$ cat src/design/hrlp_pkg.sv
// Shared types, character constants and the per-byte field update of the request-line parser.
package hrlp_pkg;

	localparam int LEN_W = 14;

	localparam logic [7:0] CHAR_CR = 8'h0D;
	localparam logic [7:0] CHAR_LF = 8'h0A;
	localparam logic [7:0] CHAR_SP = 8'h20;
	localparam logic [7:0] CHAR_UPPER_A = 8'h41;
	localparam logic [7:0] CHAR_UPPER_Z = 8'h5A;

	localparam logic [3:0] VER_LEN = 4'd8;
	localparam logic [3:0] VPOS_MAX = 4'd15;

	// "HTTP/1.0" and "HTTP/1.1"
	localparam logic [7:0] VER10 [8] = '{8'h48, 8'h54, 8'h54, 8'h50, 8'h2F, 8'h31, 8'h2E, 8'h30};
	localparam logic [7:0] VER11 [8] = '{8'h48, 8'h54, 8'h54, 8'h50, 8'h2F, 8'h31, 8'h2E, 8'h31};

	typedef enum logic [1:0] {
		PH_METHOD,
		PH_TARGET,
		PH_VERSION
	} phase_t;

	typedef enum logic [1:0] {
		KIND_NONE,
		KIND_METHOD,
		KIND_TARGET,
		KIND_VERSION
	} kind_t;

	typedef enum logic [2:0] {
		ST_BUSY,
		ST_DONE,
		ST_NO_DELIM,
		ST_BAD_METHOD,
		ST_BAD_VERSION
	} status_t;

	typedef struct packed {
		logic [7:0] data_byte;
		logic       restart;
	} in_beat_t;

	typedef struct packed {
		logic [1:0]       field_kind;
		logic [7:0]       field_byte;
		logic [2:0]       status;
		logic             minor_version;
		logic [LEN_W-1:0] line_length;
	} out_beat_t;

	// vmatch[0]: still matches HTTP/1.0, vmatch[1]: still matches HTTP/1.1
	typedef struct packed {
		phase_t     phase;
		logic       prev_cr;
		logic       method_bad;
		logic [3:0] vpos;
		logic [1:0] vmatch;
	} line_state_t;

	localparam line_state_t LINE_CLEAR = '{
		phase: PH_METHOD,
		prev_cr: 1'b0,
		method_bad: 1'b0,
		vpos: 4'd0,
		vmatch: 2'b11
	};

	// Fold one data byte into the field that the current phase selects.
	function automatic line_state_t feed_data(line_state_t s, logic [7:0] b);
		line_state_t r;
		r = s;
		case (s.phase)
			PH_METHOD: begin
				if (b < CHAR_UPPER_A || b > CHAR_UPPER_Z)
					r.method_bad = 1'b1;
			end
			PH_TARGET: begin
				r.method_bad = s.method_bad;
			end
			default: begin
				if (s.vpos < VER_LEN) begin
					if (b != VER10[s.vpos[2:0]])
						r.vmatch[0] = 1'b0;
					if (b != VER11[s.vpos[2:0]])
						r.vmatch[1] = 1'b0;
				end else begin
					r.vmatch = 2'b00;
				end
				if (s.vpos < VPOS_MAX)
					r.vpos = s.vpos + 4'd1;
			end
		endcase
		return r;
	endfunction

endpackage

$ cat src/design/hrlp_step.sv
// Combinational next-state and result logic for one byte of a request line.
module hrlp_step #(
	parameter int MAX_LINE = 8192,
	parameter int CNT_W = 14
) (
	input  hrlp_pkg::in_beat_t    beat,
	input  hrlp_pkg::line_state_t cur_state,
	input  logic [CNT_W-1:0]      cur_count,
	output hrlp_pkg::line_state_t nxt_state,
	output logic [CNT_W-1:0]      nxt_count,
	output hrlp_pkg::out_beat_t   result
);

	hrlp_pkg::line_state_t eff_state;
	hrlp_pkg::line_state_t work_state;
	logic [CNT_W-1:0]      eff_count;
	logic [CNT_W-1:0]      cnt_inc;
	logic [7:0]            b;

	assign b = beat.data_byte;

	always_comb begin
		eff_state = beat.restart ? hrlp_pkg::LINE_CLEAR : cur_state;
		eff_count = beat.restart ? '0 : cur_count;
		cnt_inc   = (eff_count < CNT_W'(MAX_LINE)) ? eff_count + CNT_W'(1) : eff_count;

		work_state           = eff_state;
		nxt_state            = eff_state;
		nxt_count            = cnt_inc;
		result.field_kind    = hrlp_pkg::KIND_NONE;
		result.field_byte    = b;
		result.status        = hrlp_pkg::ST_BUSY;
		result.minor_version = 1'b0;
		result.line_length   = '0;

		if (eff_state.prev_cr && b == hrlp_pkg::CHAR_LF) begin
			// end of line: report and start over
			if (eff_state.phase == hrlp_pkg::PH_METHOD || eff_state.phase == hrlp_pkg::PH_TARGET)
				result.status = hrlp_pkg::ST_NO_DELIM;
			else if (eff_state.method_bad)
				result.status = hrlp_pkg::ST_BAD_METHOD;
			else if (eff_state.vpos != hrlp_pkg::VER_LEN || eff_state.vmatch == 2'b00)
				result.status = hrlp_pkg::ST_BAD_VERSION;
			else begin
				result.status        = hrlp_pkg::ST_DONE;
				result.minor_version = eff_state.vmatch[1];
				result.line_length   = hrlp_pkg::LEN_W'(cnt_inc);
			end
			nxt_state = hrlp_pkg::LINE_CLEAR;
			nxt_count = '0;
		end else begin
			// a held CR that was not followed by LF is plain data
			if (eff_state.prev_cr)
				work_state = hrlp_pkg::feed_data(eff_state, hrlp_pkg::CHAR_CR);
			work_state.prev_cr = 1'b0;
			nxt_state = work_state;
			if (b == hrlp_pkg::CHAR_CR) begin
				nxt_state.prev_cr = 1'b1;
			end else if (b == hrlp_pkg::CHAR_SP &&
					(work_state.phase == hrlp_pkg::PH_METHOD ||
					 work_state.phase == hrlp_pkg::PH_TARGET)) begin
				nxt_state.phase = hrlp_pkg::phase_t'(work_state.phase + 2'd1);
			end else begin
				nxt_state = hrlp_pkg::feed_data(work_state, b);
				case (work_state.phase)
					hrlp_pkg::PH_METHOD: result.field_kind = hrlp_pkg::KIND_METHOD;
					hrlp_pkg::PH_TARGET: result.field_kind = hrlp_pkg::KIND_TARGET;
					default:             result.field_kind = hrlp_pkg::KIND_VERSION;
				endcase
			end
		end
	end

endmodule

$ cat src/design/http_request_line_parser.sv
// Top level of the HTTP request-line parser: input stage, line state and result register.
//
// Parses an HTTP request line one byte per beat. Every accepted byte yields exactly one
// result beat: the byte echoed with a tag for its field (method, target, version, or none
// for delimiters and CR/LF), and a status that stays "in progress" until CR LF closes the line.
// At CR LF the status reports, in priority order, a missing space, a method byte that is
// not an uppercase letter, or a version other than HTTP/1.0 or HTTP/1.1; a good line
// reports the minor version and the line length including CR LF, saturating at MAX_LINE
// and carried in 14 bits. Any final status restarts the parser; setting restart on a byte
// discards the partial line first. Throughput is one byte per clock cycle with back-to-back
// beats while the result side accepts; the line state register loops through the step logic.
// Each byte passes the input register, then the result register, before its result is valid;
// a stalled result side backs up through both stages before byte_ready drops.
module http_request_line_parser #(
	parameter int MAX_LINE = 8192
) (
	input  logic                clk,
	input  logic                arst_n,
	input  logic                byte_valid,
	output logic                byte_ready,
	input  hrlp_pkg::in_beat_t  byte_beat,
	output logic                res_valid,
	input  logic                res_ready,
	output hrlp_pkg::out_beat_t res_beat
);

	localparam int CNT_W = $clog2(MAX_LINE + 1);

	// input stage
	logic                  valid_s1;
	hrlp_pkg::in_beat_t    beat_s1;
	// result stage
	logic                  valid_s2;
	hrlp_pkg::out_beat_t   beat_s2;
	// line state
	hrlp_pkg::line_state_t state_q;
	logic [CNT_W-1:0]      count_q;

	hrlp_pkg::line_state_t state_nxt;
	logic [CNT_W-1:0]      count_nxt;
	hrlp_pkg::out_beat_t   step_res;

	logic ready_s1;
	logic advance_s1;

	// advance the input stage whenever the result register is free or draining
	assign ready_s1   = !valid_s2 || res_ready;
	assign advance_s1 = valid_s1 && ready_s1;
	assign byte_ready = !valid_s1 || ready_s1;

	hrlp_step #(
		.MAX_LINE(MAX_LINE),
		.CNT_W   (CNT_W)
	) u_step (
		.beat     (beat_s1),
		.cur_state(state_q),
		.cur_count(count_q),
		.nxt_state(state_nxt),
		.nxt_count(count_nxt),
		.result   (step_res)
	);

	// capture a new byte
	always_ff @(posedge clk or negedge arst_n) begin
		if (!arst_n) begin
			valid_s1 <= 1'b0;
		end else if (byte_ready) begin
			valid_s1 <= byte_valid;
		end
	end

	always_ff @(posedge clk) begin
		if (byte_ready && byte_valid)
			beat_s1 <= byte_beat;
	end

	// update line state and load the result when the stage advances
	always_ff @(posedge clk or negedge arst_n) begin
		if (!arst_n) begin
			state_q  <= hrlp_pkg::LINE_CLEAR;
			count_q  <= '0;
			valid_s2 <= 1'b0;
		end else begin
			if (advance_s1) begin
				state_q <= state_nxt;
				count_q <= count_nxt;
			end
			if (ready_s1)
				valid_s2 <= valid_s1;
		end
	end

	always_ff @(posedge clk) begin
		if (advance_s1)
			beat_s2 <= step_res;
	end

	assign res_valid = valid_s2;
	assign res_beat  = beat_s2;

	// hold the input stage while the result side stalls
	a_s1_hold: assert property (@(posedge clk) disable iff (!arst_n)
		valid_s1 && !ready_s1 |=> valid_s1 && $stable(beat_s1))
		else $error("input stage changed while stalled");

	// a final status leaves the line state cleared
	a_clear_after_final: assert property (@(posedge clk) disable iff (!arst_n)
		advance_s1 && step_res.status != hrlp_pkg::ST_BUSY
		|=> state_q == hrlp_pkg::LINE_CLEAR && count_q == '0)
		else $error("line state not cleared after final status");

	// minor version and length are reported only on a good line
	a_len_only_done: assert property (@(posedge clk) disable iff (!arst_n)
		res_valid && res_beat.status != hrlp_pkg::ST_DONE
		|-> res_beat.minor_version == 1'b0 && res_beat.line_length == '0)
		else $error("length or version reported without done");

	// a consumed CR is always held pending the next byte
	a_cr_pending: assert property (@(posedge clk) disable iff (!arst_n)
		advance_s1 && beat_s1.data_byte == hrlp_pkg::CHAR_CR |=> state_q.prev_cr)
		else $error("CR not held as pending");

endmodule
$ cat config.mk
export PLATFORM = sky130hd
export DESIGN_NAME = http_request_line_parser
export DESIGN_NICKNAME = d
export VERILOG_FILES = /design/src/design/hrlp_pkg.sv /design/src/design/hrlp_step.sv /design/src/design/http_request_line_parser.sv
export SDC_FILE = /design/constraint.sdc
export NUM_CORES = 1
export LEC_CHECK = 0
export ABC_AREA = 0
export BUFFER_PORTS_ARGS = -buffer_cell sky130_fd_sc_hd__clkbuf_2
export CAP_MARGIN = 20
export CORE_MARGIN = 2
export CORE_UTILIZATION = 30
export DETAILED_ROUTE_END_ITERATION = 10
export GPL_ROUTABILITY_DRIVEN = 1
export PLACE_DENSITY_LB_ADDON = 0.3
export RECOVER_POWER = 100
export SYNTH_ARGS = -nofsm -noshare
export SYNTH_HDL_FRONTEND = slang
export SYNTH_SLANG_ARGS = --single-unit
$ cat constraint.sdc
create_clock -name clk -period 2.7 [get_ports clk]
set_input_delay 0.54 -clock clk [delete_from_list [all_inputs] [get_ports clk]]
set_output_delay 0.54 -clock clk [all_outputs]
set_load 0.05 [all_outputs]
# [Yosys cells after proc, flatten, opt, wreduce, memory -nomap -nowiden]
# Memory sizes are Yosys's and may differ from the RTL's.
# Cells that the tools add are included.
[totals] register_bits=63 mem_bits_ro=256 mem_count=4
[mem_list] name="(name not given)" words=8 word_bits=8 read_ports=1 rd_clocked_by_memory_dff=0 wr=0 line_no="hrlp_pkg.sv:84" text="if (b != VER10[s.vpos[2:0]])"
[mem_list] name="(name not given)" words=8 word_bits=8 read_ports=1 rd_clocked_by_memory_dff=0 wr=0 line_no="hrlp_pkg.sv:84"
[mem_list] name="(name not given)" words=8 word_bits=8 read_ports=1 rd_clocked_by_memory_dff=0 wr=0 line_no="hrlp_pkg.sv:86" text="if (b != VER11[s.vpos[2:0]])"
[mem_list] name="(name not given)" words=8 word_bits=8 read_ports=1 rd_clocked_by_memory_dff=0 wr=0 line_no="hrlp_pkg.sv:86"
[op_classes] addsub=4 n_lt_le_gt_ge=9 eq_ne=10 n_mux=37 bitwise_logic=3 n_reduce_logical=21
[op_table] op="two-way mux 8 bit" n=9
[op_table] op="two-way mux 14 bit" n=3
[op_table] op="two-way mux 10 bit" n=3
[op_table] op="equality test 8 x 4 -> 1 bit (second input constant)" n=2
[op_table] op="less-than comparator 4 bit (second input constant)" n=4
[op_table] op="inequality test 4 x 8 -> 1 bit (first input constant)" n=2
[op_table] op="inequality test 8 bit" n=2
[op_table] op="adder 14 x 1 -> 14 bit (second input constant)" n=1
[op_table] op="less-than comparator 14 bit (second input constant)" n=1
[op_table] op="two-way mux 7 bit" n=2
[op_table] op="two-way mux 2 bit" n=6
[op_table] op="two-way mux 6 bit" n=2
[op_table] op="adder 4 x 1 -> 4 bit (second input constant)" n=2
[op_table] op="equality test 8 x 6 -> 1 bit (second input constant)" n=1
[op_table] op=">= comparator 4 bit (second input constant)" n=2
[op_table] op="> comparator 8 x 7 -> 1 bit (second input constant)" n=1
[op_table] op="less-than comparator 8 x 7 -> 1 bit (second input constant)" n=1
[op_table] op="two-way mux 1 bit" n=8
[op_table] op="two-way mux 4 bit" n=2
[op_table] op="inverter 3 -> 4 bit" n=2
[op_table] op="zero test 2 bit" n=3
[op_table] op="logical OR 1 bit" n=6
[op_table] op="OR reduction 2 bit" n=3
[op_table] op="OR reduction 3 bit" n=2
[op_table] op="9 further kinds" n=14

# [Logic depth before layout (Yosys ltp)]
[depth] word_depth=22 ltp_mapped=15 ltp_nobuf=14

# [Cells and area by module]
# Synthesis repeated with hierarchy kept, for this count alone.
[hier_totals] hier_cells=317 hier_area_um2=3528.4
[by_module_without_submodules] module="http_request_line_parser" n_inst=1 cells_per_inst=96 area_per_inst_um2=2183.3 seq_area_each_um2=1764.2
[by_module_without_submodules] module="hrlp_step" n_inst=1 cells_per_inst=221 area_per_inst_um2=1345.0 seq_area_each_um2=0.0

# [Worst setup path before layout]
# No wires, ideal clock.
[synth_path] kind="reg-to-reg" from="register beat_s1[0] (netlist bit)" to="register state_q[0] (netlist bit)" setup_ns=0.082 arrival_time_ns=2.848 required_time_ns=2.618 setup_slack_ns=-0.230 stages_incl_launch_ff=14 n_path_buf=1 period_less_slack_ns=2.930 path_cell_list="edfxtp_1 -> buf_4 -> inv_1 -> nand2_1 -> inv_1 -> ha_1 -> and3_1 -> or3b_2 -> nand2_1 -> ha_1 -> or3_1 -> a2111oi_0 -> o2111ai_1 -> a22oi_1"
[synth_between] elab_chain_len=17 word_cells_on_any_way=36
[synth_rtl] item="from (decl)" line_no="http_request_line_parser.sv:31" text="hrlp_pkg::in_beat_t beat_s1;"
[synth_rtl] item="from (signal assigned)" line_no="http_request_line_parser.sv:74" text="beat_s1 <= byte_beat;"
[synth_rtl] item="two-way mux 10 bit *" line_no="hrlp_step.sv:23" text="eff_state = beat.restart ? hrlp_pkg::LINE_CLEAR : cur_state;"
[synth_rtl] item="adder 4 x 1 -> 4 bit, or another cell as far along" line_no="hrlp_pkg.sv:92" text="r.vpos = s.vpos + 4'd1;"
[synth_rtl] item="two-way mux 4 bit, or another cell as far along" line_no="hrlp_pkg.sv:91" text="if (s.vpos < VPOS_MAX)"
[synth_rtl] item="two-way mux 6 bit or two-way mux 8 bit (tied branches)" line_no="hrlp_pkg.sv:74, hrlp_pkg.sv:84"
[synth_rtl] item="two-way mux 8 bit (on tied branches)" line_no="hrlp_step.sv:53, hrlp_pkg.sv:84"
[synth_rtl] item="two-way mux 10 bit or inequality test 4 x 8 -> 1 bit (tied branches)" line_no="hrlp_step.sv:36, hrlp_pkg.sv:84"
[synth_rtl] item="inverter 3 -> 4 bit (not written as such) or two-way mux 1 bit (tied branches)" line_no="hrlp_pkg.sv:84"
[synth_rtl] item="memory read (8 x 8 bit) or two-way mux 2 bit (tied branches)"
[synth_rtl] item="two-way mux 8 bit (not written as such) or two-way mux 6 bit (tied branches)" line_no="hrlp_pkg.sv:84, hrlp_pkg.sv:74"
[synth_rtl] item="two-way mux 8 bit (on tied branches)" line_no="hrlp_pkg.sv:84, hrlp_step.sv:53"
[synth_rtl] item="inequality test 8 bit or two-way mux 10 bit (tied branches)" line_no="hrlp_pkg.sv:84, hrlp_step.sv:36"
[synth_rtl] item="two-way mux 1 bit" line_no="hrlp_pkg.sv:84"
[synth_rtl] item="two-way mux 2 bit" line_no="hrlp_pkg.sv:83" text="if (s.vpos < VER_LEN) begin"
[synth_rtl] item="two-way mux 6 bit" line_no="hrlp_pkg.sv:74" text="case (s.phase)"
[synth_rtl] item="two-way mux 7 bit" line_no="hrlp_step.sv:59" text="end else if (b == hrlp_pkg::CHAR_SP &&"
[synth_rtl] item="two-way mux 7 bit" line_no="hrlp_step.sv:57" text="if (b == hrlp_pkg::CHAR_CR) begin"
[synth_rtl] item="two-way mux 10 bit *" line_no="hrlp_step.sv:36" text="if (eff_state.prev_cr && b == hrlp_pkg::CHAR_LF) begin"
[synth_rtl] item="to (signal assigned)" line_no="http_request_line_parser.sv:80" text="state_q <= hrlp_pkg::LINE_CLEAR;"
[synth_rtl] item="to (signal assigned)" line_no="http_request_line_parser.sv:85" text="state_q <= state_nxt;"
[synth_rtl] item="to (decl)" line_no="http_request_line_parser.sv:36" text="hrlp_pkg::line_state_t state_q;"
# Mark *: on every way between the ends. The rest lies on a longest branch, timed or not. The select of a mux whose other input is x is not followed.
# A chain may end at the register's enable or synchronous reset.

# [Final worst setup path]
[layout_path] from="register beat_s1[0] (netlist bit)" to="register beat_s2 (netlist bit res_beat[10]) (data pin)"
[layout_between] elab_chain_len=4 word_cells_on_any_way=14
[layout_rtl] item="parallel branches: the longest is 4 deep, another holds adder 14 x 1 -> 14 bit"
[layout_rtl] item="to (signal assigned)" line_no="http_request_line_parser.sv:95" text="beat_s2 <= step_res;"
[layout_rtl] item="to (decl)" line_no="http_request_line_parser.sv:34" text="hrlp_pkg::out_beat_t beat_s2;"
# Parallel ways; which one is timed is not known.

==> flow_metrics.env <==
export IMPL_clockBufferDepth=2
export IMPL_drive_above_1_share_pct=20.87
export IMPL_ys_seq_elements=63
export IMPL_overflow=0
export IMPL_yosysSeqAreaShare_pct=52.65
export IMPL_hp_class="in2reg"
export IMPL_rows=38
export IMPL_layout_common_cells="37 x nand2_1, 37 x edfxtp_1, 36 x clkbuf_1"
export IMPL_cp_end_kind="flip-flop"
export IMPL_syn2layout_area_growth_pct=23.60
export IMPL_gp_congestion=0.8475
export IMPL_synth_nets=339
export IMPL_async_reset_ff_share_pct=41.27
export IMPL_finalInstanceArea_um2=4141
export IMPL_cts_root_buf="clkbuf_8"
export IMPL_cp_slowest_cell="edfxtp_1"
export IMPL_swShare_pct=29.07
export IMPL_post_drt_wl_per_cell_um=15.27
export IMPL_routed_wl_um=8140
export IMPL_ant_nets=0
export IMPL_die_h_um=109.7
export IMPL_drc=0
export IMPL_path_class="reg2reg"
export IMPL_rsz0062_at_grt="yes"
export IMPL_cp_required_ns=2.78
export IMPL_max_freq_mhz=367.2
export IMPL_hold_violations=0
export IMPL_placedInstanceArea_um2=3892
export IMPL_max_stage_delay_ns=0.44
export IMPL_violations="max-capacitance violations, max-slew violations, negative setup slack"
export IMPL_path_depth=11
export IMPL_cp_top_family="simple AND/OR/NAND/NOR gates"
export IMPL_clkTransAtPathRegs_ns=0.08
export IMPL_setup_viol=4
export IMPL_outcome="finished, violations left"
export IMPL_p_switching_uw=656.1
export IMPL_clock_latency_ns=0.34
export IMPL_peakVddDrop_mv=0.3382
export IMPL_grt_pass1_vias=2555
export IMPL_vias=2646
export IMPL_seqPwrFrac_pct=49.6
export IMPL_fin_nets=409
export IMPL_cts_tree="built"
export IMPL_min_period_over_period_pct=100.9
export IMPL_leakagePower_uw=0.001533
export IMPL_syn_avg_cell_area_um2=10.54
export IMPL_cts_made_buffers=9
export IMPL_timing_slew_headroom_pct=-6.161
export IMPL_finalClockSkew_ns=0.009708
export IMPL_port_buffers=42
export IMPL_synth_top_area_share_pct=33.16
export IMPL_floorplan_initialDensity_pct=30.77
export IMPL_htree_levels=3
export IMPL_top_level_ports=43
export IMPL_diodes=0
export IMPL_synth_edf_count=37
export IMPL_finalMaxSlewViolations=27
export IMPL_cts_sinks=63
export IMPL_dr_pass1_iters=4
export IMPL_die_area_um2=12030
export IMPL_power_per_cell_area_nw_per_um2=545.0
export IMPL_tightest_slew_ns=1.592
export IMPL_cp_cell_sequence="buf_4 > clkbuf_2 > nand2b_4 > inv_1 > ha_1 > nor2b_2 > nand4_1 > nor2_4 > nand3b_1 > xnor2_1 > nor2_1"
export IMPL_place_detailed_hpwl_um=5553
export IMPL_yosysWarnings=0
export IMPL_grt_max_degree=27
export IMPL_grt_first_pass_wirelength_um=12830
export IMPL_drt_iter0_markers=114
export IMPL_holdWs_ns=0.3699
export IMPL_coreArea_um2=10890
export IMPL_ys_flop_type="edfxtp_1"
export IMPL_yosys_area_top_type="edfxtp_1"
export IMPL_viasPerCell=4.964
export IMPL_cp_max_fo=24
export IMPL_whs_path_depth=1
export IMPL_maxCapViolations=1
export IMPL_track_usage_pct=14.06
export IMPL_pwr_share_clk_pct=37.8
export IMPL_final_cells=533
export IMPL_dp_cells=513
export IMPL_r2r_cells=11
export IMPL_p_comb_share_pct=12.7
export IMPL_antenna_found_initial=0
export IMPL_syn_area_um2=3351
export IMPL_synth_cell_types=63
export IMPL_startpoint_type="flip-flop"
export IMPL_chipWidth_um=109.7
export IMPL_critPathBufInv=3
export IMPL_netlist_instances=318
export IMPL_period_minus_slack_ns=2.723
export IMPL_arrival_ns=2.81
export IMPL_netlist_top_cells_area="edfxtp_1 33%, dfrtp_1 18%, nand2_1 4.4%"
export IMPL_internal_power_uw=1601
export IMPL_fin_ws_ns=-0.02334
power groups by stage:
| stage | Clock [uW] | Combinational, uW | Sequential [uW] |
|---|---|---|---|
| after floorplan | 0 | 110 | 1230 |
| after global placement | 0 | 295 | 1140 |
| after detailed placement | 0 | 295 | 1140 |
| after CTS | 879 | 298 | 1120 |
| after global routing | 914 | 309 | 1130 |
| final | 852 | 286 | 1120 |
flip-flops by register name, indices dropped and copies added (netlist names):
name	flops
res_beat	28
count_q	14
state_q	10
beat_s1	9
res_valid	1
valid_s1	1
layer usage:
layer  vias up  part of all wire (%)  GRT usage (%)
li1       1308                     -              -
met1      1286                    47          18.28
met2        48                    48          23.28
met3         4                   3.8          3.853
met4         0                  0.68          3.345
met5         -                     0              0
worst paths after layout:
kind | from | endpoint | slack (ns)
max reg2reg | beat_s1[0] | res_beat[10] | -0.02
min reg2reg | valid_s1 | res_valid | 0.50
max | beat_s1[0] | res_beat[10] | -0.02
min | byte_beat[8] | beat_s1[8] | 0.37
max in group asynchronous | arst_n | count_q[6] | 1.18
min in group asynchronous | arst_n | count_q[10] | 0.59
cell families (layout without fill, tap and decap cells):
logic type      count (synthesis)  in the layout  share of synthesized area (%)
mux                             6              6                          1.867
compound gates                 61             61                          12.44
xor+xnor                       14             14                          3.660
fa+ha+maj                       8              8                          2.987
flops                          63             63                          52.65
simple gates                  140            140                          23.04
buf+inv                        26            101                          3.360
synth_stat cells, types with 6 or more instances:
| master | count |
|---|---|
| o21ai_0 | 20 |
| dfrtp_1 | 24 |
| nor2b_1 | 10 |
| nor3_1 | 11 |
| a32o_1 | 6 |
| ha_1 | 8 |
| xor2_1 | 6 |
| xnor2_1 | 8 |
| inv_1 | 15 |
| edfxtp_1 | 37 |
| nand3_1 | 13 |
| a21oi_1 | 8 |
| nor2_1 | 25 |
| nand2_1 | 39 |
layout make-up:
cell class | count | area (um^2)
clock inverters | 6 | 66.31
inverters | 16 | 60.06
well taps | 140 | 175.2
flip-flops and latches | 63 | 1764
repair buffers | 69 | 351.6
clock buffers | 10 | 137.6
fillers | 1116 | 6746
multi-input cells | 229 | 1587
timing repair:
item,CTS,global route
gates resized for setup,5,16
setup endpoints to repair,1,7
pin swaps,4,10
buffers inserted,1,3
hold buffers,0,0
metrics by stage:
stage | power (uW) | worst slack [ns] | util [%] | TNS [ns]
floorplan | 1338 | -0.04421 | - | -0.04421
CTS | 2295 | -0.06637 | 37.78 | -0.06637
global route | 2350 | -0.2584 | 38.04 | -2.096
global placement | 1431 | -0.01765 | 35.75 | -0.01765
finish | 2257 | -0.02334 | 38.04 | -0.05559
detailed placement | 1433 | -0.08556 | 35.75 | -0.08556
Power figures use the tool's default switching activity.
